File: src/fh64_pkg.sv
`timescale 1ns / 1ps
`default_nettype none

package fh64_pkg;

   // Hash constants
   localparam logic [63:0] FH_MULT = 64'h880355f21e6d1965;
   localparam logic [63:0] FH_MIXK = 64'h2127599bf4325c37;
   localparam int unsigned FH_SHIFT_HEAD = 23;
   localparam int unsigned FH_SHIFT_TAIL = 47;

   // Bytes in one data word
   localparam logic [3:0] FH_FULL_BYTES = 4'd8;

   // Iterative multiplier: three 32x32 partial products
   localparam logic [1:0] FH_MUL_LAST_STEP = 2'd2;

   // Default depth of the command queue between front and back
   localparam int FH_QUEUE_DEPTH = 2;

   // One classified word as handed from the front to the back
   typedef struct packed {
      logic [63:0] word;      // masked data word
      logic        has_data;  // at least one valid byte
      logic        first;
      logic        last;
      logic [63:0] seed;
      logic [31:0] len;
   } fh_cmd_type;

   // First half of the word mix
   function automatic logic [63:0] fh_mix_head(input logic [63:0] x);
      fh_mix_head = x ^ (x >> FH_SHIFT_HEAD);
   endfunction

   // Second half of the word mix
   function automatic logic [63:0] fh_mix_tail(input logic [63:0] x);
      fh_mix_tail = x ^ (x >> FH_SHIFT_TAIL);
   endfunction

   // Clear the bytes at and above the valid byte count
   function automatic logic [63:0] fh_mask_word(input logic [63:0] word,
                                                input logic [3:0]  cnt);
      logic [63:0] res;
      res = '0;
      for (int i = 0; i < 8; i++) begin
         if (4'(i) < cnt) begin
            res[i*8 +: 8] = word[i*8 +: 8];
         end
      end
      fh_mask_word = res;
   endfunction

endpackage

`default_nettype wire

File: src/fh64_if.sv
`timescale 1ns / 1ps
`default_nettype none

// Request channel: one message word per handshake
interface fh64_req_if;
   logic        valid;
   logic        ready;
   logic [63:0] data_word;
   logic [3:0]  byte_count;
   logic        first_item;
   logic        last_item;
   logic [63:0] seed_value;
   logic [31:0] total_length;

   modport source (
      output valid, data_word, byte_count, first_item, last_item,
             seed_value, total_length,
      input  ready
   );
   modport sink (
      input  valid, data_word, byte_count, first_item, last_item,
             seed_value, total_length,
      output ready
   );
endinterface

// Response channel: one final hash per handshake
interface fh64_rsp_if;
   logic        valid;
   logic        ready;
   logic [63:0] hash_value;

   modport source (
      output valid, hash_value,
      input  ready
   );
   modport sink (
      input  valid, hash_value,
      output ready
   );
endinterface

`default_nettype wire

File: src/fh64_front.sv
`timescale 1ns / 1ps
`default_nettype none

module fh64_front
   import fh64_pkg::*;
(
   input  wire logic       clock,
   input  wire logic       reset,
   fh64_req_if.sink        req_chan,
   input  wire logic       q_full,
   output fh_cmd_type      q_push_data,
   output logic            q_push
);

   logic       in_msg_ff;
   logic       in_msg_in;
   logic       accept;
   logic [3:0] cnt_sat;

   // Take a word whenever the queue has room
   assign req_chan.ready = !q_full;
   assign accept         = req_chan.valid && req_chan.ready;

   // Drop words that arrive outside a message
   assign q_push = accept && (req_chan.first_item || in_msg_ff);

   // Saturate the byte count and clear unused bytes
   assign cnt_sat = (req_chan.byte_count > FH_FULL_BYTES) ? FH_FULL_BYTES
                                                          : req_chan.byte_count;

   always_comb begin
      q_push_data.word     = fh_mask_word(req_chan.data_word, cnt_sat);
      q_push_data.has_data = (cnt_sat != 4'd0);
      q_push_data.first    = req_chan.first_item;
      q_push_data.last     = req_chan.last_item;
      q_push_data.seed     = req_chan.seed_value;
      q_push_data.len      = req_chan.total_length;
   end

   // Track whether a message is open
   always_comb begin
      in_msg_in = in_msg_ff;
      if (q_push) begin
         in_msg_in = !req_chan.last_item;
      end
   end

   always_ff @(posedge clock) begin
      if (reset) begin
         in_msg_ff <= 1'b0;
      end else begin
         in_msg_ff <= in_msg_in;
      end
   end

endmodule

`default_nettype wire

File: src/fh64_queue.sv
`timescale 1ns / 1ps
`default_nettype none

module fh64_queue
   import fh64_pkg::*;
#(
   parameter int DEPTH = FH_QUEUE_DEPTH
) (
   input  wire logic        clock,
   input  wire logic        reset,
   input  wire logic        push,
   input  wire fh_cmd_type  push_data,
   output logic             full,
   output logic             head_valid,
   output fh_cmd_type       head_data,
   input  wire logic        pop
);

   localparam int PtrW = $clog2(DEPTH);
   localparam int CntW = $clog2(DEPTH + 1);

   fh_cmd_type            mem_ff [DEPTH];
   logic [PtrW-1:0]       wr_ptr_ff, wr_ptr_in;
   logic [PtrW-1:0]       rd_ptr_ff, rd_ptr_in;
   logic [CntW-1:0]       count_ff,  count_in;

   assign full       = (count_ff == CntW'(DEPTH));
   assign head_valid = (count_ff != '0);
   assign head_data  = mem_ff[rd_ptr_ff];

   // Advance pointers with wrap and keep the fill count
   always_comb begin
      wr_ptr_in = wr_ptr_ff;
      rd_ptr_in = rd_ptr_ff;
      count_in  = count_ff;
      if (push) begin
         wr_ptr_in = (wr_ptr_ff == PtrW'(DEPTH - 1)) ? '0 : wr_ptr_ff + 1'b1;
      end
      if (pop) begin
         rd_ptr_in = (rd_ptr_ff == PtrW'(DEPTH - 1)) ? '0 : rd_ptr_ff + 1'b1;
      end
      if (push && !pop) begin
         count_in = count_ff + 1'b1;
      end else if (pop && !push) begin
         count_in = count_ff - 1'b1;
      end
   end

   always_ff @(posedge clock) begin
      if (reset) begin
         wr_ptr_ff <= '0;
         rd_ptr_ff <= '0;
         count_ff  <= '0;
      end else begin
         wr_ptr_ff <= wr_ptr_in;
         rd_ptr_ff <= rd_ptr_in;
         count_ff  <= count_in;
      end
   end

   // Store the pushed word
   always_ff @(posedge clock) begin
      if (push) begin
         mem_ff[wr_ptr_ff] <= push_data;
      end
   end

endmodule

`default_nettype wire

File: src/fh64_mul.sv
`timescale 1ns / 1ps
`default_nettype none

// Low 64 bits of a 64x64 product from three 32x32 partial products,
// one per cycle; done pulses the cycle after the last step and the
// product holds until the next start.
module fh64_mul
   import fh64_pkg::*;
(
   input  wire logic        clock,
   input  wire logic        reset,
   input  wire logic        start,
   input  wire logic [63:0] op_a,
   input  wire logic [63:0] op_b,
   output logic             done,
   output logic [63:0]      product
);

   logic [63:0] a_ff, b_ff;
   logic [63:0] acc_ff, acc_in;
   logic [1:0]  step_ff, step_in;
   logic        busy_ff, busy_in;
   logic        done_ff, done_in;
   logic [31:0] fac_a, fac_b;
   logic [63:0] part;

   // Pick the halves for this step
   always_comb begin
      case (step_ff)
         2'd0: begin
            fac_a = a_ff[31:0];
            fac_b = b_ff[31:0];
         end
         2'd1: begin
            fac_a = a_ff[31:0];
            fac_b = b_ff[63:32];
         end
         default: begin
            fac_a = a_ff[63:32];
            fac_b = b_ff[31:0];
         end
      endcase
   end

   assign part = 64'(fac_a) * 64'(fac_b);

   // Accumulate: low product whole, cross products into the upper half
   always_comb begin
      acc_in  = acc_ff;
      step_in = step_ff;
      busy_in = busy_ff;
      done_in = 1'b0;
      if (busy_ff) begin
         if (step_ff == 2'd0) begin
            acc_in = part;
         end else begin
            acc_in = {acc_ff[63:32] + part[31:0], acc_ff[31:0]};
         end
         if (step_ff == FH_MUL_LAST_STEP) begin
            busy_in = 1'b0;
            done_in = 1'b1;
         end else begin
            step_in = step_ff + 1'b1;
         end
      end else if (start) begin
         busy_in = 1'b1;
         step_in = 2'd0;
      end
   end

   always_ff @(posedge clock) begin
      if (reset) begin
         busy_ff <= 1'b0;
         done_ff <= 1'b0;
         step_ff <= 2'd0;
      end else begin
         busy_ff <= busy_in;
         done_ff <= done_in;
         step_ff <= step_in;
      end
   end

   // Hold operands and the running sum
   always_ff @(posedge clock) begin
      if (!busy_ff && start) begin
         a_ff <= op_a;
         b_ff <= op_b;
      end
      acc_ff <= acc_in;
   end

   assign done    = done_ff;
   assign product = acc_ff;

endmodule

`default_nettype wire

File: src/fh64_back.sv
`timescale 1ns / 1ps
`default_nettype none

module fh64_back
   import fh64_pkg::*;
(
   input  wire logic       clock,
   input  wire logic       reset,
   input  wire logic       q_valid,
   input  wire fh_cmd_type q_head,
   output logic            q_pop,
   fh64_rsp_if.source      rsp_chan
);

   typedef enum logic [5:0] {
      ST_IDLE = 6'b000001,
      ST_SEED = 6'b000010,
      ST_MIX  = 6'b000100,
      ST_FOLD = 6'b001000,
      ST_FIN  = 6'b010000,
      ST_EMIT = 6'b100000
   } back_state_type;

   back_state_type state_ff, state_in;
   logic [63:0]    hash_ff, hash_in;
   logic           out_valid_ff, out_valid_in;
   logic [63:0]    out_hash_ff;
   logic           out_load;
   logic           mul_start;
   logic [63:0]    mul_a, mul_b;
   logic           mul_done;
   logic [63:0]    mul_p;
   logic [63:0]    hash_seed;
   logic [63:0]    hash_sel;
   logic           dispatch;

   fh64_mul u_mul (
      .clock   (clock),
      .reset   (reset),
      .start   (mul_start),
      .op_a    (mul_a),
      .op_b    (mul_b),
      .done    (mul_done),
      .product (mul_p)
   );

   assign hash_seed = q_head.seed ^ mul_p;
   assign hash_sel  = (state_ff == ST_SEED) ? hash_seed : hash_ff;

   // Sequence one word: seed, mix, fold, final mix, emit
   always_comb begin
      state_in  = state_ff;
      hash_in   = hash_ff;
      mul_start = 1'b0;
      mul_a     = '0;
      mul_b     = '0;
      q_pop     = 1'b0;
      out_load  = 1'b0;
      dispatch  = 1'b0;
      case (state_ff)
         ST_IDLE: begin
            if (q_valid) begin
               if (q_head.first) begin
                  mul_start = 1'b1;
                  mul_a     = {32'd0, q_head.len};
                  mul_b     = FH_MULT;
                  state_in  = ST_SEED;
               end else begin
                  dispatch = 1'b1;
               end
            end
         end
         ST_SEED: begin
            if (mul_done) begin
               hash_in  = hash_seed;
               dispatch = 1'b1;
            end
         end
         ST_MIX: begin
            if (mul_done) begin
               mul_start = 1'b1;
               mul_a     = hash_ff ^ fh_mix_tail(mul_p);
               mul_b     = FH_MULT;
               state_in  = ST_FOLD;
            end
         end
         ST_FOLD: begin
            if (mul_done) begin
               hash_in = mul_p;
               if (q_head.last) begin
                  mul_start = 1'b1;
                  mul_a     = fh_mix_head(mul_p);
                  mul_b     = FH_MIXK;
                  state_in  = ST_FIN;
               end else begin
                  q_pop    = 1'b1;
                  state_in = ST_IDLE;
               end
            end
         end
         ST_FIN: begin
            if (mul_done) begin
               state_in = ST_EMIT;
            end
         end
         ST_EMIT: begin
            if (!out_valid_ff || rsp_chan.ready) begin
               out_load = 1'b1;
               hash_in  = '0;
               q_pop    = 1'b1;
               state_in = ST_IDLE;
            end
         end
         default: begin
            state_in = ST_IDLE;
         end
      endcase

      // Once the hash is known: mix the word, finish, or retire
      if (dispatch) begin
         if (q_head.has_data) begin
            mul_start = 1'b1;
            mul_a     = fh_mix_head(q_head.word);
            mul_b     = FH_MIXK;
            state_in  = ST_MIX;
         end else if (q_head.last) begin
            mul_start = 1'b1;
            mul_a     = fh_mix_head(hash_sel);
            mul_b     = FH_MIXK;
            state_in  = ST_FIN;
         end else begin
            q_pop    = 1'b1;
            state_in = ST_IDLE;
         end
      end
   end

   // Output register: load a result, drop it when taken
   always_comb begin
      out_valid_in = out_valid_ff;
      if (out_load) begin
         out_valid_in = 1'b1;
      end else if (rsp_chan.ready) begin
         out_valid_in = 1'b0;
      end
   end

   always_ff @(posedge clock) begin
      if (reset) begin
         state_ff     <= ST_IDLE;
         hash_ff      <= '0;
         out_valid_ff <= 1'b0;
      end else begin
         state_ff     <= state_in;
         hash_ff      <= hash_in;
         out_valid_ff <= out_valid_in;
      end
   end

   always_ff @(posedge clock) begin
      if (out_load) begin
         out_hash_ff <= fh_mix_tail(mul_p);
      end
   end

   assign rsp_chan.valid      = out_valid_ff;
   assign rsp_chan.hash_value = out_hash_ff;

endmodule

`default_nettype wire

File: src/fasthash64_stream.sv
// A middle word with data takes two passes (word mix and hash fold) through
// the shared 32x32 multiplier; the first word adds one for the seed product,
// the last adds one for the final mix, then the output register. The single
// iterative multiplier takes one word at a time; the queue holds later words.
// Middle words without data bytes retire with no pass. Synchronous active-high
// reset clears the open-message flag, queue, running hash and output valid.
`timescale 1ns / 1ps
`default_nettype none

module fasthash64_stream
   import fh64_pkg::*;
#(
   parameter int QUEUE_DEPTH = FH_QUEUE_DEPTH
) (
   input  wire logic  clock,
   input  wire logic  reset,
   fh64_req_if.sink   req_chan,
   fh64_rsp_if.source rsp_chan
);

   fh_cmd_type push_data;
   fh_cmd_type head_data;
   logic       push;
   logic       full;
   logic       head_valid;
   logic       pop;

   fh64_front u_front (
      .clock       (clock),
      .reset       (reset),
      .req_chan    (req_chan),
      .q_full      (full),
      .q_push_data (push_data),
      .q_push      (push)
   );

   fh64_queue #(
      .DEPTH (QUEUE_DEPTH)
   ) u_queue (
      .clock      (clock),
      .reset      (reset),
      .push       (push),
      .push_data  (push_data),
      .full       (full),
      .head_valid (head_valid),
      .head_data  (head_data),
      .pop        (pop)
   );

   fh64_back u_back (
      .clock    (clock),
      .reset    (reset),
      .q_valid  (head_valid),
      .q_head   (head_data),
      .q_pop    (pop),
      .rsp_chan (rsp_chan)
   );

endmodule

`default_nettype wire

File: src/flat_wrapper.sv
// flat-port wrapper written by rule: the top's interface ports become plain ports
module fasthash64_stream_flat import fh64_pkg::*;
#(
   parameter int QUEUE_DEPTH = FH_QUEUE_DEPTH
)
  (clock, reset, req_chan_valid, req_chan_data_word, req_chan_byte_count, req_chan_first_item, req_chan_last_item, req_chan_seed_value, req_chan_total_length, req_chan_ready, rsp_chan_valid, rsp_chan_hash_value, rsp_chan_ready);
  fh64_req_if req_chan_i ();
  fh64_rsp_if rsp_chan_i ();
  input  wire logic clock;
  input  wire logic reset;
  input wire logic [$bits(req_chan_i.valid)-1:0] req_chan_valid;
  input wire logic [$bits(req_chan_i.data_word)-1:0] req_chan_data_word;
  input wire logic [$bits(req_chan_i.byte_count)-1:0] req_chan_byte_count;
  input wire logic [$bits(req_chan_i.first_item)-1:0] req_chan_first_item;
  input wire logic [$bits(req_chan_i.last_item)-1:0] req_chan_last_item;
  input wire logic [$bits(req_chan_i.seed_value)-1:0] req_chan_seed_value;
  input wire logic [$bits(req_chan_i.total_length)-1:0] req_chan_total_length;
  output wire logic [$bits(req_chan_i.ready)-1:0] req_chan_ready;
  output wire logic [$bits(rsp_chan_i.valid)-1:0] rsp_chan_valid;
  output wire logic [$bits(rsp_chan_i.hash_value)-1:0] rsp_chan_hash_value;
  input wire logic [$bits(rsp_chan_i.ready)-1:0] rsp_chan_ready;
  assign req_chan_i.valid = req_chan_valid;
  assign req_chan_i.data_word = req_chan_data_word;
  assign req_chan_i.byte_count = req_chan_byte_count;
  assign req_chan_i.first_item = req_chan_first_item;
  assign req_chan_i.last_item = req_chan_last_item;
  assign req_chan_i.seed_value = req_chan_seed_value;
  assign req_chan_i.total_length = req_chan_total_length;
  assign req_chan_ready = req_chan_i.ready;
  assign rsp_chan_valid = rsp_chan_i.valid;
  assign rsp_chan_hash_value = rsp_chan_i.hash_value;
  assign rsp_chan_i.ready = rsp_chan_ready;
  fasthash64_stream #(.QUEUE_DEPTH(QUEUE_DEPTH)) u_core (.clock(clock), .reset(reset), .req_chan(req_chan_i), .rsp_chan(rsp_chan_i));
endmodule
File: config.mk
export PLATFORM = sky130hd
export DESIGN_NAME = fasthash64_stream_flat
export DESIGN_NICKNAME = d
export VERILOG_FILES = /design/src/fh64_pkg.sv /design/src/fh64_if.sv /design/src/fh64_front.sv /design/src/fh64_queue.sv /design/src/fh64_mul.sv /design/src/fh64_back.sv /design/src/fasthash64_stream.sv /design/src/flat_wrapper.sv
export SDC_FILE = /design/constraint.sdc
export NUM_CORES = 2
export LEC_CHECK = 0
export BUFFER_PORTS_ARGS = -buffer_cell sky130_fd_sc_hd__buf_4
export CELL_PAD_IN_SITES_DETAIL_PLACEMENT = 0
export CELL_PAD_IN_SITES_GLOBAL_PLACEMENT = 1
export CORE_MARGIN = 2
export CORE_UTILIZATION = 45
export DETAILED_ROUTE_END_ITERATION = 8
export GPL_ROUTABILITY_DRIVEN = 0
export GPL_TIMING_DRIVEN = 1
export PLACE_DENSITY_LB_ADDON = 0.1
export RECOVER_POWER = 100
export SLEW_MARGIN = 20
export SYNTH_ARGS = -nofsm -noshare
export SYNTH_HDL_FRONTEND = slang
export SYNTH_SLANG_ARGS = --single-unit
File: constraint.sdc
create_clock -name clock -period 22.7 [get_ports clock]
set_input_delay 1.135 -clock clock [delete_from_list [all_inputs] [get_ports clock]]
set_output_delay 1.135 -clock clock [all_outputs]
set_load 0.01 [all_outputs]
==> results.yml <==
status:
  violations: "capacitance limit, slew limit"
  status: "finished, violations left"
final_layout:
  multi_input_area_um2: 36300
  areaGrowthSynthToFinish_pct: 8.53
  regArea_um2: 17300
  fillCellCount: 11960
  drive_gt1_share_pct: 6.11
  layout.nets: 7062
synth:
  yosysWarnings: 0
  ys_ff_latch: 602
  seq_area_frac_synth_pct: 29.7
  syn_inst: 5609
  synth_cell_types: 79
  syn_area_um2: 58200
  ys.flop_type: "edfxtp_1"
  synth_edf_count: 521
  async_reset_ff_share_pct: 0
  syn_nets: 6959
  syn_avg_cell_area_um2: 10.4
setup_path:
  worst-endpoint-required_ps: 23020
  crit_top_cell: "fa_1"
  critPathMaxFanout: 60
  start_kind: "register"
  critical_path_arrival_ps: 15460
  slowest_delay_ps: 2740
  cp_slowest_cell: "clkbuf_1"
  critPathCaptureType: "register"
  path_class: "register to register"
sta:
  setup_viol: 0
  fmax_ghz: 0.0660
  hold_viol: 0
  slew_viol_final: 941
  slew_headroom_pct: -230
  worst_clock_skew_ps: 49.9
  fin_setup_tns_ps: 0
  final.period_utilization_pct: 66.7
  max_slew.worst_pin.slew_ps: 4960
  period_minus_slack_ps: 15140
  rsz0062_at_grt: "false"
  fin_ws_ps: 7560
clocking:
  tritoncts: "built"
  cts_resized: 0
  clock-sinks: 602
  clk_path_buf_depth: 3
  cts_made_buffers: 58
  clock_latency_ps: 660
  clock-root-buffer: "clkbuf_16"
  path_clk_slew_ps: 70
  holdBufCountCts: 0
  h-tree-depth: 2
  cts_setup_buffers: 0
floorplan:
  die_x_um: 364
  start_util_pct: 45.5
  die_h_um: 364
  rows: 131
  pin_count: 236
  core_area_um2: 128000
  dieArea_um2: 132000
grt:
  track_usage_pct: 33.9
  antenna_found_initial: 17
  grt_pass1_wl_mm: 316
  grt_remaining_overflow: 0
  grt_max_degree: 136
  grt_pass1_vias: 43549
drt:
  ant_nets: 0
  routedWlPerCell_um: 29.6
  first_pass_iters: 9
  wl_mm: 222
  vias_per_cell: 5.64
  drc: 0
  vias: 42297
  dr.first_iter.drc_count: 4434
flow_run:
  drv_cap: 18
placed_design:
  port-buffer-count: 235
  pre_cts_ws_ps: 11460
  hpwl_mm: 185
min_path:
  worstHoldPathType: "register to register"
==> worst max-delay path: cells and delay by family, from the launching register on <==
kind | cells | cell delay (ps)
adder cells (fa/ha/maj) | 11 | 5180
buffers and inverters | 9 | 4120
AO/OA/AOI/OAI | 9 | 2400
AND/OR/NAND/NOR | 5 | 1180
multiplexers | 2 | 1020
flip-flops | 1 | 420
XOR/XNOR | 2 | 390
==> final timing paths <==
path	from	endpoint	slack [ps]	depth (start not counted)
max	u_core.u_back.u_mul.step_ff[0]	u_core.u_back.u_mul.product[62]	7560	38
min	u_core.u_back.state_ff[1]	u_core.u_back.state_ff[1]	510	2
max reg2reg	u_core.u_back.u_mul.step_ff[0]	u_core.u_back.u_mul.product[62]	7560	38
min reg2reg	u_core.u_back.state_ff[1]	u_core.u_back.state_ff[1]	510	2
==> cells in the mapped netlist, types with 29 or more instances <==
cell      count  share of area [%]
xor2_1      215                3.2
inv_1       975                6.3
a21oi_1     340                2.9
ha_1        431                9.3
a211oi_1     73               0.94
edfxtp_1    521                 27
nand2b_1     29               0.31
nor2_1      412                2.7
and3_1       44               0.47
nor3_1       89               0.77
fa_1        749                 26
dfxtp_1      81                2.8
nand2_1     361                2.3
nor2b_1      80               0.86
a21o_1       64               0.83
buf_2        31               0.27
mux2i_1     140                2.4
clkbuf_1    201                1.3
xnor2_1     126                1.9
mux2_2       41               0.79
and2_1       53               0.57
o21ai_0     164                1.4
==> area by class of cell <==
type | instances | share of cell area [%]
multi-input combinational | 3771 | 57.4
sequential | 602 | 27.3
inverter | 977 | 5.80
tap | 1729 | 3.42
timing repair buffer | 302 | 2.75
clock buffer | 78 | 2.58
clock inverter | 31 | 0.661
antenna | 12 | 0.0475
==> per-stage QoR <==
step | utilization [%] | cell area, µm² | cells | hold slack [ps]
2_1_floorplan | - | 58200 | 5609 | 424
3_3_place_gp | 48.2 | 61700 | 7381 | 485
3_5_place_dp | 48.2 | 61700 | 7381 | 490
4_1_cts | 49.8 | 63800 | 7490 | 502
5_1_grt | 49.3 | 63200 | 7491 | 524
6_report | 49.4 | 63200 | 7502 | 506
==> sequential cells by signal, summed over array words and instances (netlist names), 2 cells and up, named ones only <==
name and count:
u_core.u_queue.count_ff 2, u_core.u_back.u_mul.b_ff 3, u_core.u_back.hash_ff 64, u_core.u_back.u_mul.step_ff 2, u_core.u_back.state_ff 6, u_core.u_back.rsp_chan.hash_value 64, u_core.u_back.u_mul.product 64, u_core.u_queue.mem_ff 326
u_core.u_back.u_mul.a_ff 64
==> layer usage <==
metal	track usage (%)	up-vias	wire (µm)
li1	-	18681	-
met1	42.0	21033	83100
met2	54.8	2049	103000
met3	5.88	524	18000
met4	22.0	10	17800
met5	0	-	64
==> kinds of logic (layout without fill, tap and decap cells) <==
logic type / after synthesis / in the layout / synth area share, %
buffers and inverters: 1236 / 1388 / 8.07
DFF: 602 / 602 / 29.7
muxes: 181 / 181 / 3.20
other: 0 / 12 / 0
adders and majority gates: 1181 / 1181 / 35.0
AOI/OAI and AO/OA: 879 / 879 / 9.58
and+or+nand+nor: 1189 / 1189 / 9.32
xor gates and xnor gates: 341 / 341 / 5.13
==> placed cells by master (no fill, tap or decap), drive strengths merged, types with 25 or more instances in the layout <==
cell,n
or2,26
o21ai,186
mux2i,140
nand2b,29
nor2,412
buf,107
xor2,215
a211oi,75
mux2,41
nor3,89
nand3b,25
a21oi,348
nand2,361
fa,749
edfxtp,521
and2,53
inv,976
ha,431
xnor2,126
dfxtp,81
nor2b,80
a21o,64
clkbuf,273
nand4,28
and3,44
o221ai,28
Power is left out: the tool's default activity adds up to more than one toggle a clock period on the data nets, which glitch-free logic cannot reach.
